**config.mk**
```make
export PLATFORM = sky130hd
export DESIGN_NAME = bfsp_ram
export DESIGN_NICKNAME = d
export VERILOG_FILES = /design/src/bfsp_ram.sv
export SDC_FILE = /design/constraint.sdc
export NUM_CORES = 1
export LEC_CHECK = 0
export BUFFER_PORTS_ARGS = -buffer_cell sky130_fd_sc_hd__buf_2
export CORE_ASPECT_RATIO = 1.5
export CORE_MARGIN = 1.5
export CORE_UTILIZATION = 59
export CTS_BUF_LIST = sky130_fd_sc_hd__clkbuf_2
export DETAILED_ROUTE_END_ITERATION = 16
export PLACE_DENSITY = 0.78
export SYNTH_ARGS = -nofsm -noshare
export SYNTH_HDL_FRONTEND = slang
export SYNTH_SLANG_ARGS = --single-unit
```
**constraint.sdc**
```tcl
create_clock -name clock -period 1.7 [get_ports clock]
set_input_delay 0.085 -clock clock [delete_from_list [all_inputs] [get_ports clock]]
set_output_delay 0.085 -clock clock [all_outputs]
set_load 0.05 [all_outputs]
```
**src/bfsp_ram.sv**
```systemverilog
// Generic RAM: one write port, one read port with registered data.
module bfsp_ram #(
   parameter int WIDTH = 8,
   parameter int DEPTH = 64,
   localparam int AW = $clog2(DEPTH)
) (
   input  logic             clock,
   input  logic             wr_en,
   input  logic [AW-1:0]    wr_addr,
   input  logic [WIDTH-1:0] wr_data,
   input  logic [AW-1:0]    rd_addr,
   output logic [WIDTH-1:0] rd_data
);
   logic [WIDTH-1:0] mem_ff [DEPTH];
   logic [WIDTH-1:0] rd_data_ff;

   always_ff @(posedge clock) begin
      if (wr_en) begin
         mem_ff[wr_addr] <= wr_data;
      end
      rd_data_ff <= mem_ff[rd_addr];
   end

   assign rd_data = rd_data_ff;
endmodule

```
==> impl_results.html <==
<table>
<tr><th>Metric</th><th>Value</th></tr>
<tr><th colspan="2">Yosys</th></tr>
<tr><td>Portion of the post-synthesis area used by sequential elements</td><td>0.770</td></tr>
<tr><td>Net count of the mapped netlist</td><td>slightly below 1000</td></tr>
<tr><td>Warnings, synthesis</td><td>0</td></tr>
<tr><td>Commonest register cell after synthesis</td><td>sky130_fd_sc_hd__edfxtp_1</td></tr>
<tr><td>Gate count of the mapped netlist</td><td>940</td></tr>
<tr><td>Number of flops mapped to enable cells by yosys</td><td>a little over 500</td></tr>
<tr><td>Flip-flop and latch count after synthesis</td><td>520</td></tr>
<tr><td>Synthesized area divided by synthesized cell count</td><td>21.5 sq um</td></tr>
<tr><td>Cell Area, Synth</td><td>20200 sq um</td></tr>
<tr><td>Number of distinct library cells after synthesis</td><td>40</td></tr>
<tr><td>Share of async-settable or async-resettable flops after synthesis</td><td>0</td></tr>
<tr><th colspan="2">STA</th></tr>
<tr><td>Final worst-path setup slack</td><td>-0.157 ns</td></tr>
<tr><td>Worst-margin pin slew</td><td>about 1.2 ns</td></tr>
<tr><td>Setup total negative slack</td><td>-0.842 ns</td></tr>
<tr><td>Highest achievable clock rate</td><td>0.539 GHz</td></tr>
<tr><td>Setup repair after global routing missed its margin</td><td>yes</td></tr>
<tr><td>Final Setup Violations</td><td>9</td></tr>
<tr><td>Final count of pins violating max slew</td><td>0</td></tr>
<tr><td>Setup clock skew after layout</td><td>about 0.045 ns</td></tr>
<tr><td>Hold violation count in the final report</td><td>0</td></tr>
<tr><td>Period minus WS final</td><td>1.86 ns</td></tr>
<tr><td>Post-Route Hold Slack</td><td>approximately 0.13 ns</td></tr>
<tr><td>Tightest slew margin relative to the limit</td><td>0.174</td></tr>
<tr><td>Final critical-path share of the clock period</td><td>1.09</td></tr>
<tr><th colspan="2">Power and ir drop</th></tr>
<tr><td>Cell Pwr Density</td><td>984 nW/um^2</td></tr>
<tr><td>Combinational group share of total power</td><td>0.073</td></tr>
<tr><td>Total leakage power</td><td>7.80 nW</td></tr>
<tr><td>IR Drop Worst-Case VDD</td><td>0.000486 V</td></tr>
<tr><td>Register share of total power</td><td>0.623</td></tr>
<tr><td>Switching power of the nets</td><td>about 0.0055 W</td></tr>
<tr><td>Clock network power share</td><td>0.304</td></tr>
<tr><td>Switching power share of the total</td><td>0.240</td></tr>
<tr><td>Cell-internal power</td><td>0.0173 W</td></tr>
<tr><th colspan="2">Place</th></tr>
<tr><td>Last weighted congestion value of the routability-driven placer</td><td>0.897</td></tr>
<tr><td>Number of instances in the placed design</td><td>around 1500</td></tr>
<tr><td>Estimated wirelength of the detail-placed design</td><td>28.9 mm</td></tr>
<tr><td>Count of buffers from port buffering</td><td>29</td></tr>
<tr><th colspan="2">Finish</th></tr>
<tr><td>Final standard cell count with taps included and fillers excluded</td><td>roughly 1700</td></tr>
<tr><td>Final core utilization</td><td>0.692</td></tr>
<tr><td>Fraction of final layout cells sized beyond drive strength 1</td><td>0.397</td></tr>
<tr><td>Most frequent cells in the layout</td><td>512 x sky130_fd_sc_hd__edfxtp_1, 158 x sky130_fd_sc_hd__clkbuf_2, 152 x sky130_fd_sc_hd__buf_4</td></tr>
<tr><td>Final layout net count</td><td>1234</td></tr>
<tr><td>Most common cell after layout, fill and taps aside</td><td>sky130_fd_sc_hd__edfxtp_1</td></tr>
<tr><td>Area taken by multi-input logic gates</td><td>~4400 sq um</td></tr>
<tr><td>Count of filler cells inserted in the layout</td><td>2058</td></tr>
<tr><td>Post-synthesis to final-layout area growth</td><td>15.1%</td></tr>
<tr><td>Area taken by flip-flops and latches</td><td>between 15000 and 20000 sq um</td></tr>
<tr><th colspan="2">Clock network</th></tr>
<tr><td>Clock latency at the later pin of the worst-skew pair</td><td>~1.0 ns</td></tr>
<tr><td>Maximum buffer depth of the clock tree</td><td>3</td></tr>
<tr><td>Number of buffers created by CTS</td><td>107</td></tr>
<tr><td>Number of clock sinks</td><td>520</td></tr>
<tr><td>Root buffer cell</td><td>sky130_fd_sc_hd__clkbuf_2</td></tr>
<tr><td>Post-CTS Setup Inserts</td><td>0</td></tr>
<tr><td>H-tree depth reported by CTS</td><td>3</td></tr>
<tr><td>Clock tree from TritonCTS</td><td>yes</td></tr>
<tr><td>Clock edge transition at the registers on the reported setup and hold paths</td><td>0.11 ns</td></tr>
<tr><th colspan="2">Setup path</th></tr>
<tr><td>Critical path class</td><td>register to register</td></tr>
<tr><td>CP Buf/Inv Count</td><td>0</td></tr>
<tr><td>Endpoint type of the worst setup path</td><td>register</td></tr>
<tr><td>Maximum single-stage delay on the critical path</td><td>between 0.4 and 0.5 ns</td></tr>
<tr><td>CP arrival</td><td>2.76 ns</td></tr>
<tr><td>Required time of the worst setup path</td><td>2.60 ns</td></tr>
<tr><td>Worst-path fanout max</td><td>1</td></tr>
<tr><td>Slowest-stage cell, CP</td><td>sky130_fd_sc_hd__mux4_2</td></tr>
<tr><td>Cell breakdown of the critical path</td><td>mux4_2 -&gt; mux2_4 -&gt; o221a_4 -&gt; nor3_4 -&gt; o32ai_1</td></tr>
<tr><td>Top delay family on crit path</td><td>multiplexers</td></tr>
<tr><td>Startpoint types</td><td>register</td></tr>
<tr><th colspan="2">Global route</th></tr>
<tr><td>Wire length of the first global-routing pass</td><td>66.8 mm</td></tr>
<tr><td>Total global-route track usage</td><td>0.266</td></tr>
<tr><td>Initial antenna violation count</td><td>1</td></tr>
<tr><td>Number of global-route vias before repair</td><td>11100</td></tr>
<tr><td>Aggregate global routing overflow</td><td>0</td></tr>
<tr><td>Largest net degree at the start of global routing</td><td>65</td></tr>
<tr><th colspan="2">Outcome</th></tr>
<tr><td>Violations in the final reports</td><td>negative setup slack</td></tr>
<tr><td>Status</td><td>complete, but fails checks</td></tr>
<tr><th colspan="2">Route</th></tr>
<tr><td>DR vias</td><td>between 10000 and 15000</td></tr>
<tr><td>Routed length per placed instance</td><td>26.3 um</td></tr>
<tr><td>Remaining antenna violation count after routing</td><td>0</td></tr>
<tr><td>Number of detailed-route iterations in the first pass</td><td>5</td></tr>
<tr><td>Number of design-rule violations left by the first detailed-router iteration</td><td>around 950</td></tr>
<tr><td>Number of vias per cell</td><td>6.18</td></tr>
<tr><td>Total length of routed wires</td><td>45.0 mm</td></tr>
<tr><td>Number of design rule violations left after detail routing</td><td>0</td></tr>
<tr><th colspan="2">Floorplan</th></tr>
<tr><td>Horizontal extent of the die</td><td>154 um</td></tr>
<tr><td>Placeable core area</td><td>~34000 sq um</td></tr>
<tr><td>Die span in y</td><td>~230 um</td></tr>
<tr><td>Starting density of the core</td><td>0.601</td></tr>
<tr><td>Number of ports placed on the die boundary</td><td>30</td></tr>
<tr><td>Die area</td><td>~35000 sq um</td></tr>
<tr><td>Standard-cell rows</td><td>82</td></tr>
<tr><th colspan="2">Run</th></tr>
<tr><td>Number of violations of the max-capacitance limit</td><td>0</td></tr>
<tr><th colspan="2">Min path</th></tr>
<tr><td>Type of the most critical hold path</td><td>primary input to register</td></tr>
</table>
## metrics by stage
| step | total power [W] | worst slack (ns) | area [sq um] |
|---|---|---|---|
| floorplan | 0.0153 | 0.00708 | 20200 |
| global placement | 0.0160 | -0.426 | 21800 |
| detailed placement | 0.0160 | -0.455 | 21800 |
| CTS | 0.0230 | -0.175 | 23200 |
| global route | 0.0236 | -0.235 | 23200 |
| finish | 0.0228 | -0.157 | 23200 |
## cells in the mapped netlist (all sizes together) (3+ instances only)
library cell  instances  area (sq um)
o21ai                 4          20.0
a22oi                 3          22.5
o2111ai               3          26.3
nand2                19          71.3
o2bb2ai               3          26.3
mux4                126          2840
nor2                 83           312
buf                  34           253
o22ai                 8          50.1
a211oi                4          30.0
mux2                 13           146
mux2i                23           230
dfxtp                 8           160
nor2b                14          87.6
nand3                13          65.1
nand3b                3          22.5
nand2b                7          43.8
a221oi                6          52.6
nor3                  7          35.0
clkbuf               17          63.8
a21oi                 3          15.0
edfxtp              512         15400
o221ai                8          70.1
## state kept, by name, summed over array words and instances (netlist names)
name,cells
rd_data,8
mem_ff,512
## worst paths after layout
path	startpoint	endpoint	slack, ns	depth (start not counted)
worst min-delay path	wr_data[6]	mem_ff[32][6]	0.13	3
worst max-delay path	mem_ff[21][6]	rd_data[6]	-0.16	5
worst min register to register	mem_ff[22][1]	rd_data[1]	0.90	4
worst max register to register	mem_ff[21][6]	rd_data[6]	-0.16	5
## routing by layer
layer,GRT usage,vias to the layer above,routed length (um)
li1,-,4536,-
met1,0.318,5380,15700
met2,0.463,548,23900
met3,0.0420,120,3420
met4,0.144,0,1980
met5,0,-,0
## power by group through the flow
stage	clock (W)	sequential, W	combinational, W
final	0.00693	0.0142	0.00167
after global routing	0.00765	0.0142	0.00175
after CTS	0.00709	0.0142	0.00165
after detailed placement	0	0.0145	0.00153
after global placement	0	0.0145	0.00150
after floorplan	0	0.0146	0.000758
## cells by family after synthesis
family,synth area share
AO/OA/AOI/OAI,0.0207
AND/OR/NAND/NOR,0.0339
multiplexers,0.159
buffers and inverters,0.0157
flip-flops,0.770
## area by class of cell
class	count	share of cell area
Antenna cell	2	0.000216
Clock buffer	158	0.0341
Clock inverter	29	0.00491
Multi-Input combinational cell	369	0.191
Sequential cell	520	0.670
Tap cell	420	0.0226
Timing Repair Buffer	214	0.0770
## worst register-to-register path, cell delays in order, from the launching register on
cell and delay, ns:
sky130_fd_sc_hd__edfxtp_1 0.39, sky130_fd_sc_hd__mux4_2 0.49, sky130_fd_sc_hd__mux2_4 0.30, sky130_fd_sc_hd__o221a_4 0.29, sky130_fd_sc_hd__nor3_4 0.17, sky130_fd_sc_hd__o32ai_1 0.12
## repair_timing
action	4_1_cts	5_1_grt
resized for setup	48	7
cloned	0	0
endpoints found under the setup margin	16	10
hold buffers	27	0
endpoints found under the hold margin	1032	0
pin swaps	4	3
No activity file was read; power rests on OpenSTA's default activity.
