**src/bfsp_pkg.sv**
```systemverilog
// Package: sizes, codes and shared types of the Bellman-Ford shortest path core.
package bfsp_pkg;
   localparam int MAX_NODES = 64;
   localparam int MAX_EDGES = 512;
   localparam int NODE_W    = $clog2(MAX_NODES);
   localparam int COUNT_W   = 7;
   localparam int EDGE_AW   = $clog2(MAX_EDGES);
   localparam int EDGE_CW   = $clog2(MAX_EDGES + 1);
   localparam int WEIGHT_W  = 24;
   localparam int DIST_W    = 32;
   localparam int STATUS_W  = 3;
   localparam int OP_W      = 2;

   localparam logic [OP_W-1:0] OP_CLEAR = 2'd0;
   localparam logic [OP_W-1:0] OP_ADD   = 2'd1;
   localparam logic [OP_W-1:0] OP_QUERY = 2'd2;

   localparam logic [STATUS_W-1:0] ST_OK      = 3'd0;
   localparam logic [STATUS_W-1:0] ST_UNREACH = 3'd1;
   localparam logic [STATUS_W-1:0] ST_NEGCYC  = 3'd2;
   localparam logic [STATUS_W-1:0] ST_FULL    = 3'd3;
   localparam logic [STATUS_W-1:0] ST_ACK     = 3'd4;

   localparam logic signed [DIST_W-1:0] DIST_MIN = {1'b1, {(DIST_W-1){1'b0}}};
   localparam logic signed [DIST_W-1:0] DIST_MAX = {1'b0, {(DIST_W-1){1'b1}}};

   typedef struct packed {
      logic                       on;
      logic [NODE_W-1:0]          start;
      logic [NODE_W-1:0]          stop;
      logic signed [WEIGHT_W-1:0] weight;
   } edge_type;

   typedef struct packed {
      logic signed [DIST_W-1:0]   dist_u;
      logic signed [WEIGHT_W-1:0] weight;
      logic signed [DIST_W-1:0]   dist_v;
      logic                       reached_v;
   } relax_req_type;

   typedef struct packed {
      logic signed [DIST_W-1:0] cand;
      logic                     take;
   } relax_rsp_type;
endpackage

```
**src/bfsp_relax.sv**
```systemverilog
// Relax unit: saturating distance add and strict compare, registered.
module bfsp_relax (
   input  logic                    clock,
   input  bfsp_pkg::relax_req_type relax_req,
   output bfsp_pkg::relax_rsp_type relax_rsp
);
   logic signed [bfsp_pkg::DIST_W:0]   sum;
   logic signed [bfsp_pkg::DIST_W-1:0] cand;
   bfsp_pkg::relax_rsp_type            relax_rsp_ff;

   always_comb begin
      sum = {relax_req.dist_u[bfsp_pkg::DIST_W-1], relax_req.dist_u}
          + {{(bfsp_pkg::DIST_W + 1 - bfsp_pkg::WEIGHT_W){relax_req.weight[bfsp_pkg::WEIGHT_W-1]}},
             relax_req.weight};
      if (sum[bfsp_pkg::DIST_W] != sum[bfsp_pkg::DIST_W-1]) begin
         cand = sum[bfsp_pkg::DIST_W] ? bfsp_pkg::DIST_MIN : bfsp_pkg::DIST_MAX;
      end else begin
         cand = sum[bfsp_pkg::DIST_W-1:0];
      end
   end

   always_ff @(posedge clock) begin
      relax_rsp_ff.cand <= cand;
      relax_rsp_ff.take <= !relax_req.reached_v || (cand < relax_req.dist_v);
   end

   assign relax_rsp = relax_rsp_ff;
endmodule

```
**config.mk**
```make
export PLATFORM = sky130hd
export DESIGN_NAME = bfsp_relax
export DESIGN_NICKNAME = d
export VERILOG_FILES = /design/src/bfsp_pkg.sv /design/src/bfsp_relax.sv
export SDC_FILE = /design/constraint.sdc
export NUM_CORES = 1
export LEC_CHECK = 0
export ABC_AREA = 1
export BUFFER_PORTS_ARGS = -buffer_cell sky130_fd_sc_hd__clkbuf_2
export CORE_UTILIZATION = 55
export CTS_CLUSTER_DIAMETER = 50
export CTS_CLUSTER_SIZE = 24
export DETAILED_ROUTE_END_ITERATION = 7
export GPL_TIMING_DRIVEN = 0
export PLACE_DENSITY_LB_ADDON = 0.12
export SLEW_MARGIN = 20
export SYNTH_ARGS = -nofsm -noshare
export SYNTH_HDL_FRONTEND = slang
export SYNTH_SLANG_ARGS = --single-unit
```
**constraint.sdc**
```tcl
create_clock -name clock -period 10.2 [get_ports clock]
set_input_delay 2.55 -clock clock [delete_from_list [all_inputs] [get_ports clock]]
set_output_delay 2.55 -clock clock [all_outputs]
set_load 0.01 [all_outputs]
```
==> results of run 1 <==
Yosys cell counts (2+ instances only):
master / number / area [um^2]
nand2_2: 9 / 56.3
nand3_2: 4 / 40.0
a31oi_1: 10 / 62.6
o21ai_0: 6 / 30.0
nor2_2: 5 / 31.3
nand4_1: 3 / 18.8
o21ai_2: 3 / 26.3
nor2_1: 26 / 97.6
nand2_4: 7 / 78.8
nand2_1: 133 / 499
a21oi_1: 56 / 280
dfxtp_1: 33 / 661
inv_2: 3 / 11.3
clkbuf_1: 5 / 18.8
xnor2_1: 15 / 131
nand3_1: 10 / 50.1
xor2_1: 10 / 87.6
and2_1: 2 / 12.5
inv_1: 82 / 308
ha_1: 62 / 776
a21oi_2: 7 / 61.3
or2_2: 3 / 18.8
o21bai_1: 3 / 22.5
final cells by class:
class / count / share of cell area (%)
inverter: 85 / 7.41
clock buffer: 7 / 2.01
buffer: 5 / 0.436
tap: 75 / 2.18
clock inverter: 1 / 0.698
sequential: 33 / 15.3
timing repair buffer: 122 / 14.2
multi-input combinational: 385 / 57.7
how the worst max path moves through the flow:
stage | to | slack, ps | depth (start not counted) | start
final | relax_rsp[0] | 4240 | 26 | relax_req[33]
after global routing | relax_rsp[0] | 3940 | 26 | relax_req[33]
after CTS | relax_rsp[0] | 4290 | 26 | relax_req[33]
after detailed placement | relax_rsp[0] | 3990 | 26 | relax_req[33]
after global placement | relax_rsp[0] | 4100 | 26 | relax_req[33]
after floorplan | relax_rsp[0] | 4800 | 26 | relax_req[33]
power breakdown:
group / switching [uW] / internal [uW]
registers: 9.76 / 169
clock network: 54.7 / 79.8
logic: 204 / 135
total: 268 / 384
metal layers:
metal | part of all wire (%) | up-vias | wire length, um | GRT usage, %
met3 | 6.4 | 16 | 573 | 4.89
met5 | 0 | - | 0 | 0
met2 | 47 | 143 | 4250 | 49.7
met1 | 45 | 1614 | 4020 | 34.8
li1 | - | 1899 | - | -
met4 | 1.3 | 0 | 119 | 8.60
critical path: stages:
cell and delay (ps):
clkbuf_2 90, ha_1 190, inv_1 70, fa_1 410, inv_1 70, nand2_1 40
nand2_1 80, nand3_2 90, nand2_4 120, nand2_4 60, nand2_4 80, nand2_4 60
nand2_2 60, nand2_2 60, nand2_4 70, nand3_2 140, clkbuf_1 330, a21oi_1 390
ha_1 310, a21oi_1 150, nor2_1 50, a2111oi_0 360, nand2_1 140, nand2_1 80
nand3_1 60, nand2_1 60
logic make-up (layout without fill, tap and decap cells):
kind of cell | count (synthesis) | in the layout | share of synthesized area (%)
AO/OA/AOI/OAI | 92 | 92 | 15.7
XOR/XNOR | 25 | 25 | 6.29
adder cells (fa/ha/maj) | 63 | 63 | 22.8
buffers and inverters | 90 | 220 | 9.70
flip-flops | 33 | 33 | 19.0
AND/OR/NAND/NOR | 205 | 205 | 26.5
metrics by stage:
step	util (%)	hold slack [ps]	cells
6_report	71.4	2520	713
3_5_place_dp	69.5	2810	705
2_1_floorplan	-	2700	508
3_3_place_gp	69.5	2790	705
5_1_grt	71.4	2530	713
4_1_cts	71.4	2510	713
==> metrics.cfg, run 1 <==
[pwr]
irDropWorstVdd_uv=92.0
p_per_area_mw_per_mm2=151
p_leak_uw=0.00253
p_total_uw=652

[synthesis]
avgSynthCellArea_um2=6.86
synth-main-ff-cell=dfxtp_1
synthDistinctLibCells=34
synth_seq_cells=33
async_reset_ff_share_pct=0
synth_fp_nets=661
ys_warn_count=0
yosysSeqAreaShare_pct=19.0
syn-cell-area_mm2=0.00348
synthCells=508
synth-edff-count=0

[grt]
antenna_found_initial=0
grt_pass1_wl_mm=14.6
grt_overflow=0
grt_pass1_vias=3438
grtUsageTotal_pct=28.2
grt_max_degree=11

[drt]
post-route-drc-count=0
routedWlPerCell_um=12.6
drtIter0Drc=156
num_vias=3672
routed_wirelength_mm=8.97
via_per_inst=5.15
ant_nets=0
first_pass_iters=5

[worst_hold_path]
holdPathStages=4
min_to=relax_rsp[0]
worstHoldStart=relax_req[0]
min_path_type=in -> reg

[clock_tree]
cts_setup_buffers=0
cts_hold_buf=0
cts_made_buffers=5
cts_sinks=33
clkSlewWorstSetupHoldPaths_ps=70
cts_tree=built
cts_buffer_depth=2
cts_resized=0
cts.htree.levels=2
cts_root_buffer=clkbuf_8

[floorplan]
dieArea_mm2=0.00666
rows=28
initial_core_util_pct=57.8
top_level_ports=123
core-area_mm2=0.00603
fp.dieW_um=81.6
die_y_um=81.6

[placement]
post-dp-hpwl_mm=7.58
port_buffers=122
placed_cell_area_mm2=0.00419
place.gp.congestion=0.946
preCtsSetupSlack_ps=3990

[timing]
final.min_clock_period_ps=5960
timing.final.ws_setup_ps=4240
finalCritPeriodShare_pct=58.4
relSlewSlack_pct=59.9
slew_violations=0
rsz0062_at_grt=false
finalSetupViolations=0
worst_pin_slew_ps=601
tns_ps=0
hold_viol_final=0
fmax_ghz=0.168

[cells_and_area]
largest_reg_flops=33
drive_gt1_share_pct=27.1
fillers=549
regArea_um2=661
layout_common_cells=133 x nand2_1, 122 x clkbuf_2, 82 x inv_1, 62 x ha_1, 56 x a21oi_1
antenna_cells=0
multiInputGateArea_mm2=0.00248
syn_to_final_growth_pct=23.6
final_common_cell=nand2_1
nets=790
final_area_mm2=0.00430

[worst_setup_path]
cp.arrival_ps=6190
criticalPathCategory=in -> reg
end_kind=flip-flop
cp_max_fo=10
cp-start-kind=input port
cp.required_ps=10430

[job]
cap_viol_max_count=0

[status]
status=finished, final reports clean

Note: power is estimated with default switching activity, not from simulation.
==> run 2, diff against run 1 <==
ABC_AREA = 0   (was 1)
CORE_UTILIZATION = 46   (was 55)
clock period = 5 ns   (was 10.2 ns; I/O delays follow)
==> run 2 against run 1 <==
Net effect: clock-buffer cell count grew 1; the flow now finishes with violations (negative setup slack); combinational power up 150%; cell count shrank 3.6%; sequential power increased by 110%; utilization is 4.6 points lower; synthesized cell count fell by 15%; largest cell class unchanged.
==> metrics.cfg, run 2 <==
[floorplan]
core-area_mm2=0.00729  ; was 0.00603 mm^2
fp.dieW_um=88.9  ; was 81.6 um
top_level_ports=123  ; unchanged
die_y_um=88.9  ; was 81.6 um
initial_core_util_pct=47.7  ; was 57.8%
rows=31  ; was 28
dieArea_mm2=0.00791  ; was 0.00666 mm^2

[pwr]
p_per_area_mw_per_mm2=289  ; was 151 mW/mm^2
p_leak_uw=0.00238  ; was 0.00253 uW
pwr-share-comb_pct=59.7  ; was 52.0%
clkPwrFrac_pct=14.2  ; was 20.6%
power_frac_seq_pct=26.1  ; was 27.4%
internal-power_uw=822  ; was 384 uW
power.switching_uw=584  ; was 268 uW
irDropWorstVdd_uv=110  ; was 92.0 uV
swShare_pct=41.5  ; was 41.1%

[cells_and_area]
final_area_mm2=0.00487  ; was 0.00430 mm^2
antenna_cells=0  ; unchanged
layout_common_cells=119 x clkbuf_2, 52 x ha_1, 44 x inv_1, 44 x a21oi_1, 33 x dfxtp_1  ; was 133 x nand2_1, 122 x clkbuf_2, 82 x inv_1, 62 x ha_1, 56 x a21oi_1
drive_gt1_share_pct=37.6  ; was 27.1%
syn_to_final_growth_pct=40.2  ; was 23.6%
final_common_cell=clkbuf_2  ; was nand2_1
largest_reg_flops=33  ; unchanged
nets=740  ; was 790

[synthesis]
yosysTopAreaCell=ha_1  ; unchanged
synth_fp_nets=585  ; was 661
ys_warn_count=0  ; unchanged
yosys-top-cells-area=ha_1 22%, dfxtp_1 19%, a21oi_1 7.9%  ; was ha_1 22%, dfxtp_1 19%, nand2_1 14%
synth-edff-count=0  ; unchanged
synth.top_cell.area_share_pct=22.3  ; about the same
synthDistinctLibCells=63  ; was 34
synthCells=432  ; was 508
avgSynthCellArea_um2=8.05  ; was 6.86 um^2
synth-main-ff-cell=dfxtp_1  ; unchanged
yosysSeqAreaShare_pct=19.0  ; about the same
yosysMostFrequentCell=ha_1  ; was nand2_1
synth_seq_cells=33  ; unchanged
async_reset_ff_share_pct=0  ; unchanged
synthTopCellsByCount=62 x ha_1, 55 x a21oi_1, 45 x inv_1, 33 x dfxtp_1, 28 x nand2_1  ; was 133 x nand2_1, 82 x inv_1, 62 x ha_1, 56 x a21oi_1, 33 x dfxtp_1
syn-cell-area_mm2=0.00348  ; about the same

[worst_setup_path]
cp_slowest_cell=a21boi_0  ; was fa_1
cp.arrival_ps=5250  ; was 6190 ps
cpPeakStageDelay_ps=430  ; was 410 ps
crit_path_frequent_cell=o21ai_1
cp_max_fo=5  ; was 10
crit_chain=clkbuf_2 -> ha_1 -> a21oi_1 -> a21boi_0 -> nand3_2 -> a21oi_2 -> o211a_1 -> buf_6 -> nand2_8 -> buf_12 -> a21oi_4 -> ha_4 -> a211oi_2 -> o21bai_1 -> a2111oi_2 -> o21ai_1 -> o21ai_1 -> o211ai_1 -> o2111ai_1 -> o311a_1
cp.required_ps=5230  ; was 10430 ps
criticalPathCategory=in -> reg  ; unchanged
end_kind=flip-flop  ; unchanged
cp-start-kind=input port  ; unchanged

[drt]
drtIter0Drc=197  ; was 156
routedWlPerCell_um=15.1  ; was 12.6 um
m1WireLength_mm=4.44  ; was 4.02 mm
met3RoutedLength_um=792  ; was 573 um
ant_nets=0  ; unchanged
top_layer=met4  ; unchanged
routed_wirelength_mm=10.3  ; was 8.97 mm
num_vias=3864  ; was 3672
via_per_inst=5.62  ; was 5.15
post-route-drc-count=0  ; unchanged
first_pass_iters=5  ; unchanged
wl_met2_mm=4.82  ; was 4.25 mm

[grt]
grt_pass1_wl_mm=15.7  ; was 14.6 mm
grt_pass1_vias=3489  ; was 3438
grtUsageTotal_pct=25.6  ; was 28.2%
antenna_found_initial=0  ; unchanged
grt_max_degree=11  ; unchanged
grt_overflow=0  ; unchanged

[timing]
timing.final.ws_setup_ps=-16.6  ; was 4240 ps
slew_violations=0  ; unchanged
hold_viol_final=0  ; unchanged
tns_ps=-16.6  ; was 0 ps
final.min_clock_period_ps=5020
rsz0062_at_grt=true  ; was false
finalSetupViolations=1  ; was 0
worst_pin_slew_ps=521  ; was 601 ps
finalCritPeriodShare_pct=100
hold_slack_ps=1280  ; was 2520 ps
fmax_ghz=0.199
relSlewSlack_pct=64.8  ; was 59.9%

[worst_hold_path]
min_path_type=in -> reg  ; unchanged

[clock_tree]
cts_made_buffers=5  ; unchanged
cts_root_buffer=clkbuf_8  ; unchanged
cts.htree.levels=2  ; unchanged
cts_tree=built  ; unchanged
clkSlewWorstSetupHoldPaths_ps=70  ; about the same
cts_buffer_depth=2  ; unchanged
cts_hold_buf=0  ; unchanged
cts_sinks=33  ; unchanged

[status]
failed_checks=negative setup slack
status=complete, but fails checks  ; was finished, final reports clean

[placement]
place.gp.congestion=0.861  ; was 0.946
post-dp-hpwl_mm=7.83  ; was 7.58 mm
port_buffers=122  ; unchanged
placed_cell_area_mm2=0.00421  ; was 0.00419 mm^2

[job]
cap_viol_max_count=0  ; unchanged

[run 2: timing repair]
item                       4_1_cts  5_1_grt
setup endpoints to repair        1        1
setup buffers                    9       18
pin swaps                       15       25
resized for setup               40       40
[run 2: logic make-up after synthesis]
family | Yosys count | synth area share [%]
adders and majority gates | 66 | 23.8
xor gates and xnor gates | 22 | 5.54
DFF | 33 | 19.0
AOI/OAI and AO/OA | 156 | 29.5
buffers and inverters | 54 | 6.77
and+or+nand+nor | 101 | 15.4
[run 2: final cells by class]
type / instances / area (um^2)
Multi-Input combinational cell: 345 / 2910
Buffer: 7 / 83.8
Fill cell: 668 / 2420
Timing Repair Buffer: 149 / 845
Tap cell: 99 / 124
Clock buffer: 8 / 80.1
Inverter: 46 / 173
Sequential cell: 33 / 661
[run 2: power by group through the flow]
stage	Sequential (uW)	Combinational, uW	Clock, uW
finish	367	839	200
global route	374	924	213
CTS	367	758	203
detailed placement	373	693	0
global placement	372	679	0
floorplan	410	422	0
[run 2: stage by stage]
stage               total power, uW  std cells  utilization, %  worst slack (ps)
global route                   1510        687            66.8              -255
detailed placement             1070        653            57.8              -953
global placement               1050        653            57.8              -822
floorplan                       833        432               -              4.95
CTS                            1330        669            62.4              13.2
finish                         1410        687            66.8             -16.6
[run 2: final timing paths]
path	startpoint	endpoint	slack, ps	cells past startpoint
worst max-delay path	relax_req[63]	relax_rsp[0]	-20	20
worst min-delay path	relax_req[32]	relax_rsp[0]	1280	3
[run 2: worst max-delay path, delay by kind of cell]
family / cells / cell delay [ps]
compound gates: 13 / 2710
buf+inv: 3 / 370
fa+ha+maj: 2 / 610
simple gates: 2 / 320
[run 2: layer usage]
layer	GRT usage, %	up-vias
met1	32.8	1748
met3	4.43	31
met4	9.82	0
li1	-	1918
met5	0	-
met2	42.9	167
==> run 3, diff against run 2 <==
BUFFER_PORTS_ARGS = -buffer_cell sky130_fd_sc_hd__buf_2   (was -buffer_cell sky130_fd_sc_hd__clkbuf_2)
==> run 3 against run 2 <==
Net effect: the flow now finishes without violations; highest routed layer unchanged; utilization is 0.70 points higher; cell count is 1.0% lower; total power is 4.5% higher; largest power group unchanged; clock-buffer cell count is 1 lower; sequential cell count stayed put; die area stayed put.
==> metrics.cfg, run 3 (synthesis results as in run 2) <==
[status]
status=finished, final reports clean  ; was complete, but fails checks

[clock_tree]
cts_root_buffer=clkbuf_8  ; unchanged
cts_tree=built  ; unchanged
cts_made_buffers=5  ; unchanged
clkSlewWorstSetupHoldPaths_ps=70  ; about the same
cts.htree.levels=2  ; unchanged
cts_buffer_depth=2  ; unchanged
cts_hold_buf=0  ; unchanged
cts_sinks=33  ; unchanged

[floorplan]
rows=31  ; unchanged
initial_core_util_pct=47.7  ; unchanged
core-area_mm2=0.00729  ; unchanged
die_y_um=88.9  ; unchanged
fp.dieW_um=88.9  ; unchanged
dieArea_mm2=0.00791  ; unchanged
top_level_ports=123  ; unchanged

[worst_setup_path]
crit_end=relax_rsp[0]  ; unchanged
cp_slowest_cell=a211oi_2  ; was a21boi_0
end_kind=flip-flop  ; unchanged
crit_family=compound AO/OA/AOI/OAI gates  ; unchanged
cp.arrival_ps=5140  ; was 5250 ps
worst-path-stages=23  ; was 20
crit_chain=buf_8 -> ha_4 -> inv_2 -> fa_2 -> nand2b_4 -> a21oi_4 -> o211ai_2 -> a211oi_2 -> nor3_4 -> nor2_8 -> buf_6 -> nor2_4 -> buf_6 -> a21oi_4 -> ha_4 -> a211oi_2 -> o21bai_1 -> a2111oi_2 -> o21ai_1 -> o21ai_1 -> o211ai_1 -> o2111ai_1 -> o311a_1  ; was clkbuf_2 -> ha_1 -> a21oi_1 -> a21boi_0 -> nand3_2 -> a21oi_2 -> o211a_1 -> buf_6 -> nand2_8 -> buf_12 -> a21oi_4 -> ha_4 -> a211oi_2 -> o21bai_1 -> a2111oi_2 -> o21ai_1 -> o21ai_1 -> o211ai_1 -> o2111ai_1 -> o311a_1
criticalPathCategory=in -> reg  ; unchanged
cp_max_fo=4  ; was 5
cpPeakStageDelay_ps=370  ; was 430 ps
cp-start-kind=input port  ; unchanged
cp.required_ps=5240  ; was 5230 ps
startpoint=relax_req[57]  ; was relax_req[63]
path_buf_inv=4  ; was 3

[pwr]
irDropWorstVdd_uv=124  ; was 110 uV
p_total_uw=1470  ; was 1410 uW
p_per_area_mw_per_mm2=299  ; was 289 mW/mm^2
p_leak_uw=0.00234  ; was 0.00238 uW

[grt]
grt_pass1_vias=3436  ; was 3489
antenna_found_initial=0  ; unchanged
grt_overflow=0  ; unchanged
grtUsageTotal_pct=25.8  ; was 25.6%
grt_pass1_wl_mm=15.7  ; unchanged
grt_max_degree=11  ; unchanged

[drt]
via_per_inst=5.56  ; was 5.62
num_vias=3779  ; was 3864
first_pass_iters=4  ; was 5
routedWlPerCell_um=15.2  ; was 15.1 um
ant_nets=0  ; unchanged
post-route-drc-count=0  ; unchanged
routed_wirelength_mm=10.3  ; about the same
drtIter0Drc=126  ; was 197

[timing]
finalCritPeriodShare_pct=98.1  ; was 100%
finalSetupViolations=0  ; was 1
rsz0062_at_grt=true  ; unchanged
timing.final.ws_setup_ps=94.3  ; was -16.6 ps
fmax_ghz=0.204  ; was 0.199 GHz
worst_pin_slew_ps=413  ; was 521 ps
hold_viol_final=0  ; unchanged
slew_violations=0  ; unchanged
relSlewSlack_pct=72.4  ; was 64.8%
final.min_clock_period_ps=4910  ; was 5020 ps

[placement]
post-dp-hpwl_mm=7.91  ; was 7.83 mm
port_buffers=122  ; unchanged
placed_cell_area_mm2=0.00421  ; unchanged
place_inst=653  ; unchanged
preCtsSetupSlack_ps=-905  ; was -953 ps
place.gp.congestion=0.864  ; was 0.861

[cells_and_area]
syn_to_final_growth_pct=41.6  ; was 40.2%
antenna_cells=0  ; unchanged
fillers=653  ; was 668
drive_gt1_share_pct=39.1  ; was 37.6%
final_common_cell=buf_2  ; was clkbuf_2
instances_no_fill=680  ; was 687
regArea_um2=661  ; unchanged
final_area_mm2=0.00492  ; was 0.00487 mm^2
layout_common_cells=119 x buf_2, 50 x ha_1, 44 x inv_1, 39 x a21oi_1, 33 x dfxtp_1  ; was 119 x clkbuf_2, 52 x ha_1, 44 x inv_1, 44 x a21oi_1, 33 x dfxtp_1
largest_reg_flops=33  ; unchanged
multiInputGateArea_mm2=0.00297  ; was 0.00291 mm^2
nets=733  ; was 740

[job]
cap_viol_max_count=0  ; unchanged

[worst_hold_path]
min_path_type=in -> reg  ; unchanged

## run 3: final cells by class
cell class / count / share of cell area (%)
buffer: 6 / 1.70
clock inverter: 1 / 0.610
inverter: 46 / 3.51
multi-input combinational: 345 / 60.4
sequential: 33 / 13.4
timing repair buffer: 143 / 16.1
tap: 99 / 2.52
clock buffer: 7 / 1.75
## run 3: power breakdown
group | switching (uW) | internal [uW] | total (uW)
Combinational | 462 | 379 | 841
Clock | 104 | 163 | 266
Sequential | 20.1 | 342 | 362
Total | 586 | 884 | 1470
## run 3: worst min path at each step
stage | start | cells past startpoint | endpoint | slack, ps
6_report | relax_req[32] | 3 | relax_rsp[0] | 1270
2_1_floorplan | relax_req[32] | 2 | relax_rsp[0] | 1440
5_1_grt | relax_req[32] | 3 | relax_rsp[0] | 1280
3_5_place_dp | relax_req[32] | 3 | relax_rsp[0] | 1580
4_1_cts | relax_req[32] | 3 | relax_rsp[0] | 1270
3_3_place_gp | relax_req[32] | 3 | relax_rsp[0] | 1580
## run 3: metal layers
metal  global-route usage, %  up-vias  share of wire (%)
met5                       0        -                  0
met3                    3.05       18                5.2
met2                    44.2      131                 47
met1                    34.1     1722                 46
li1                        -     1908                  -
met4                    7.33        0                1.5
## run 3: repair_timing
| item | CTS | global route |
|---|---|---|
| setup endpoints to repair | 1 | 1 |
| resized for setup | 45 | 48 |
| cloned | 0 | 0 |
| buffers inserted | 12 | 9 |
| pin swaps | 13 | 27 |
## run 3: worst min-delay path, delay by kind of cell
family	cells	cell delay [ps]
AOI/OAI and AO/OA	1	110
buffers and inverters	1	90
and+or+nand+nor	1	60
## run 3: per-stage QoR
| stage | TNS (ps) | hold WS [ps] | utilization [%] |
|---|---|---|---|
| floorplan | 0 | 1440 | - |
| CTS | 0 | 1270 | 63.5 |
| finish | 0 | 1270 | 67.5 |
| global route | -114 | 1280 | 67.5 |
| global placement | -820 | 1580 | 57.8 |
| detailed placement | -905 | 1580 | 57.8 |
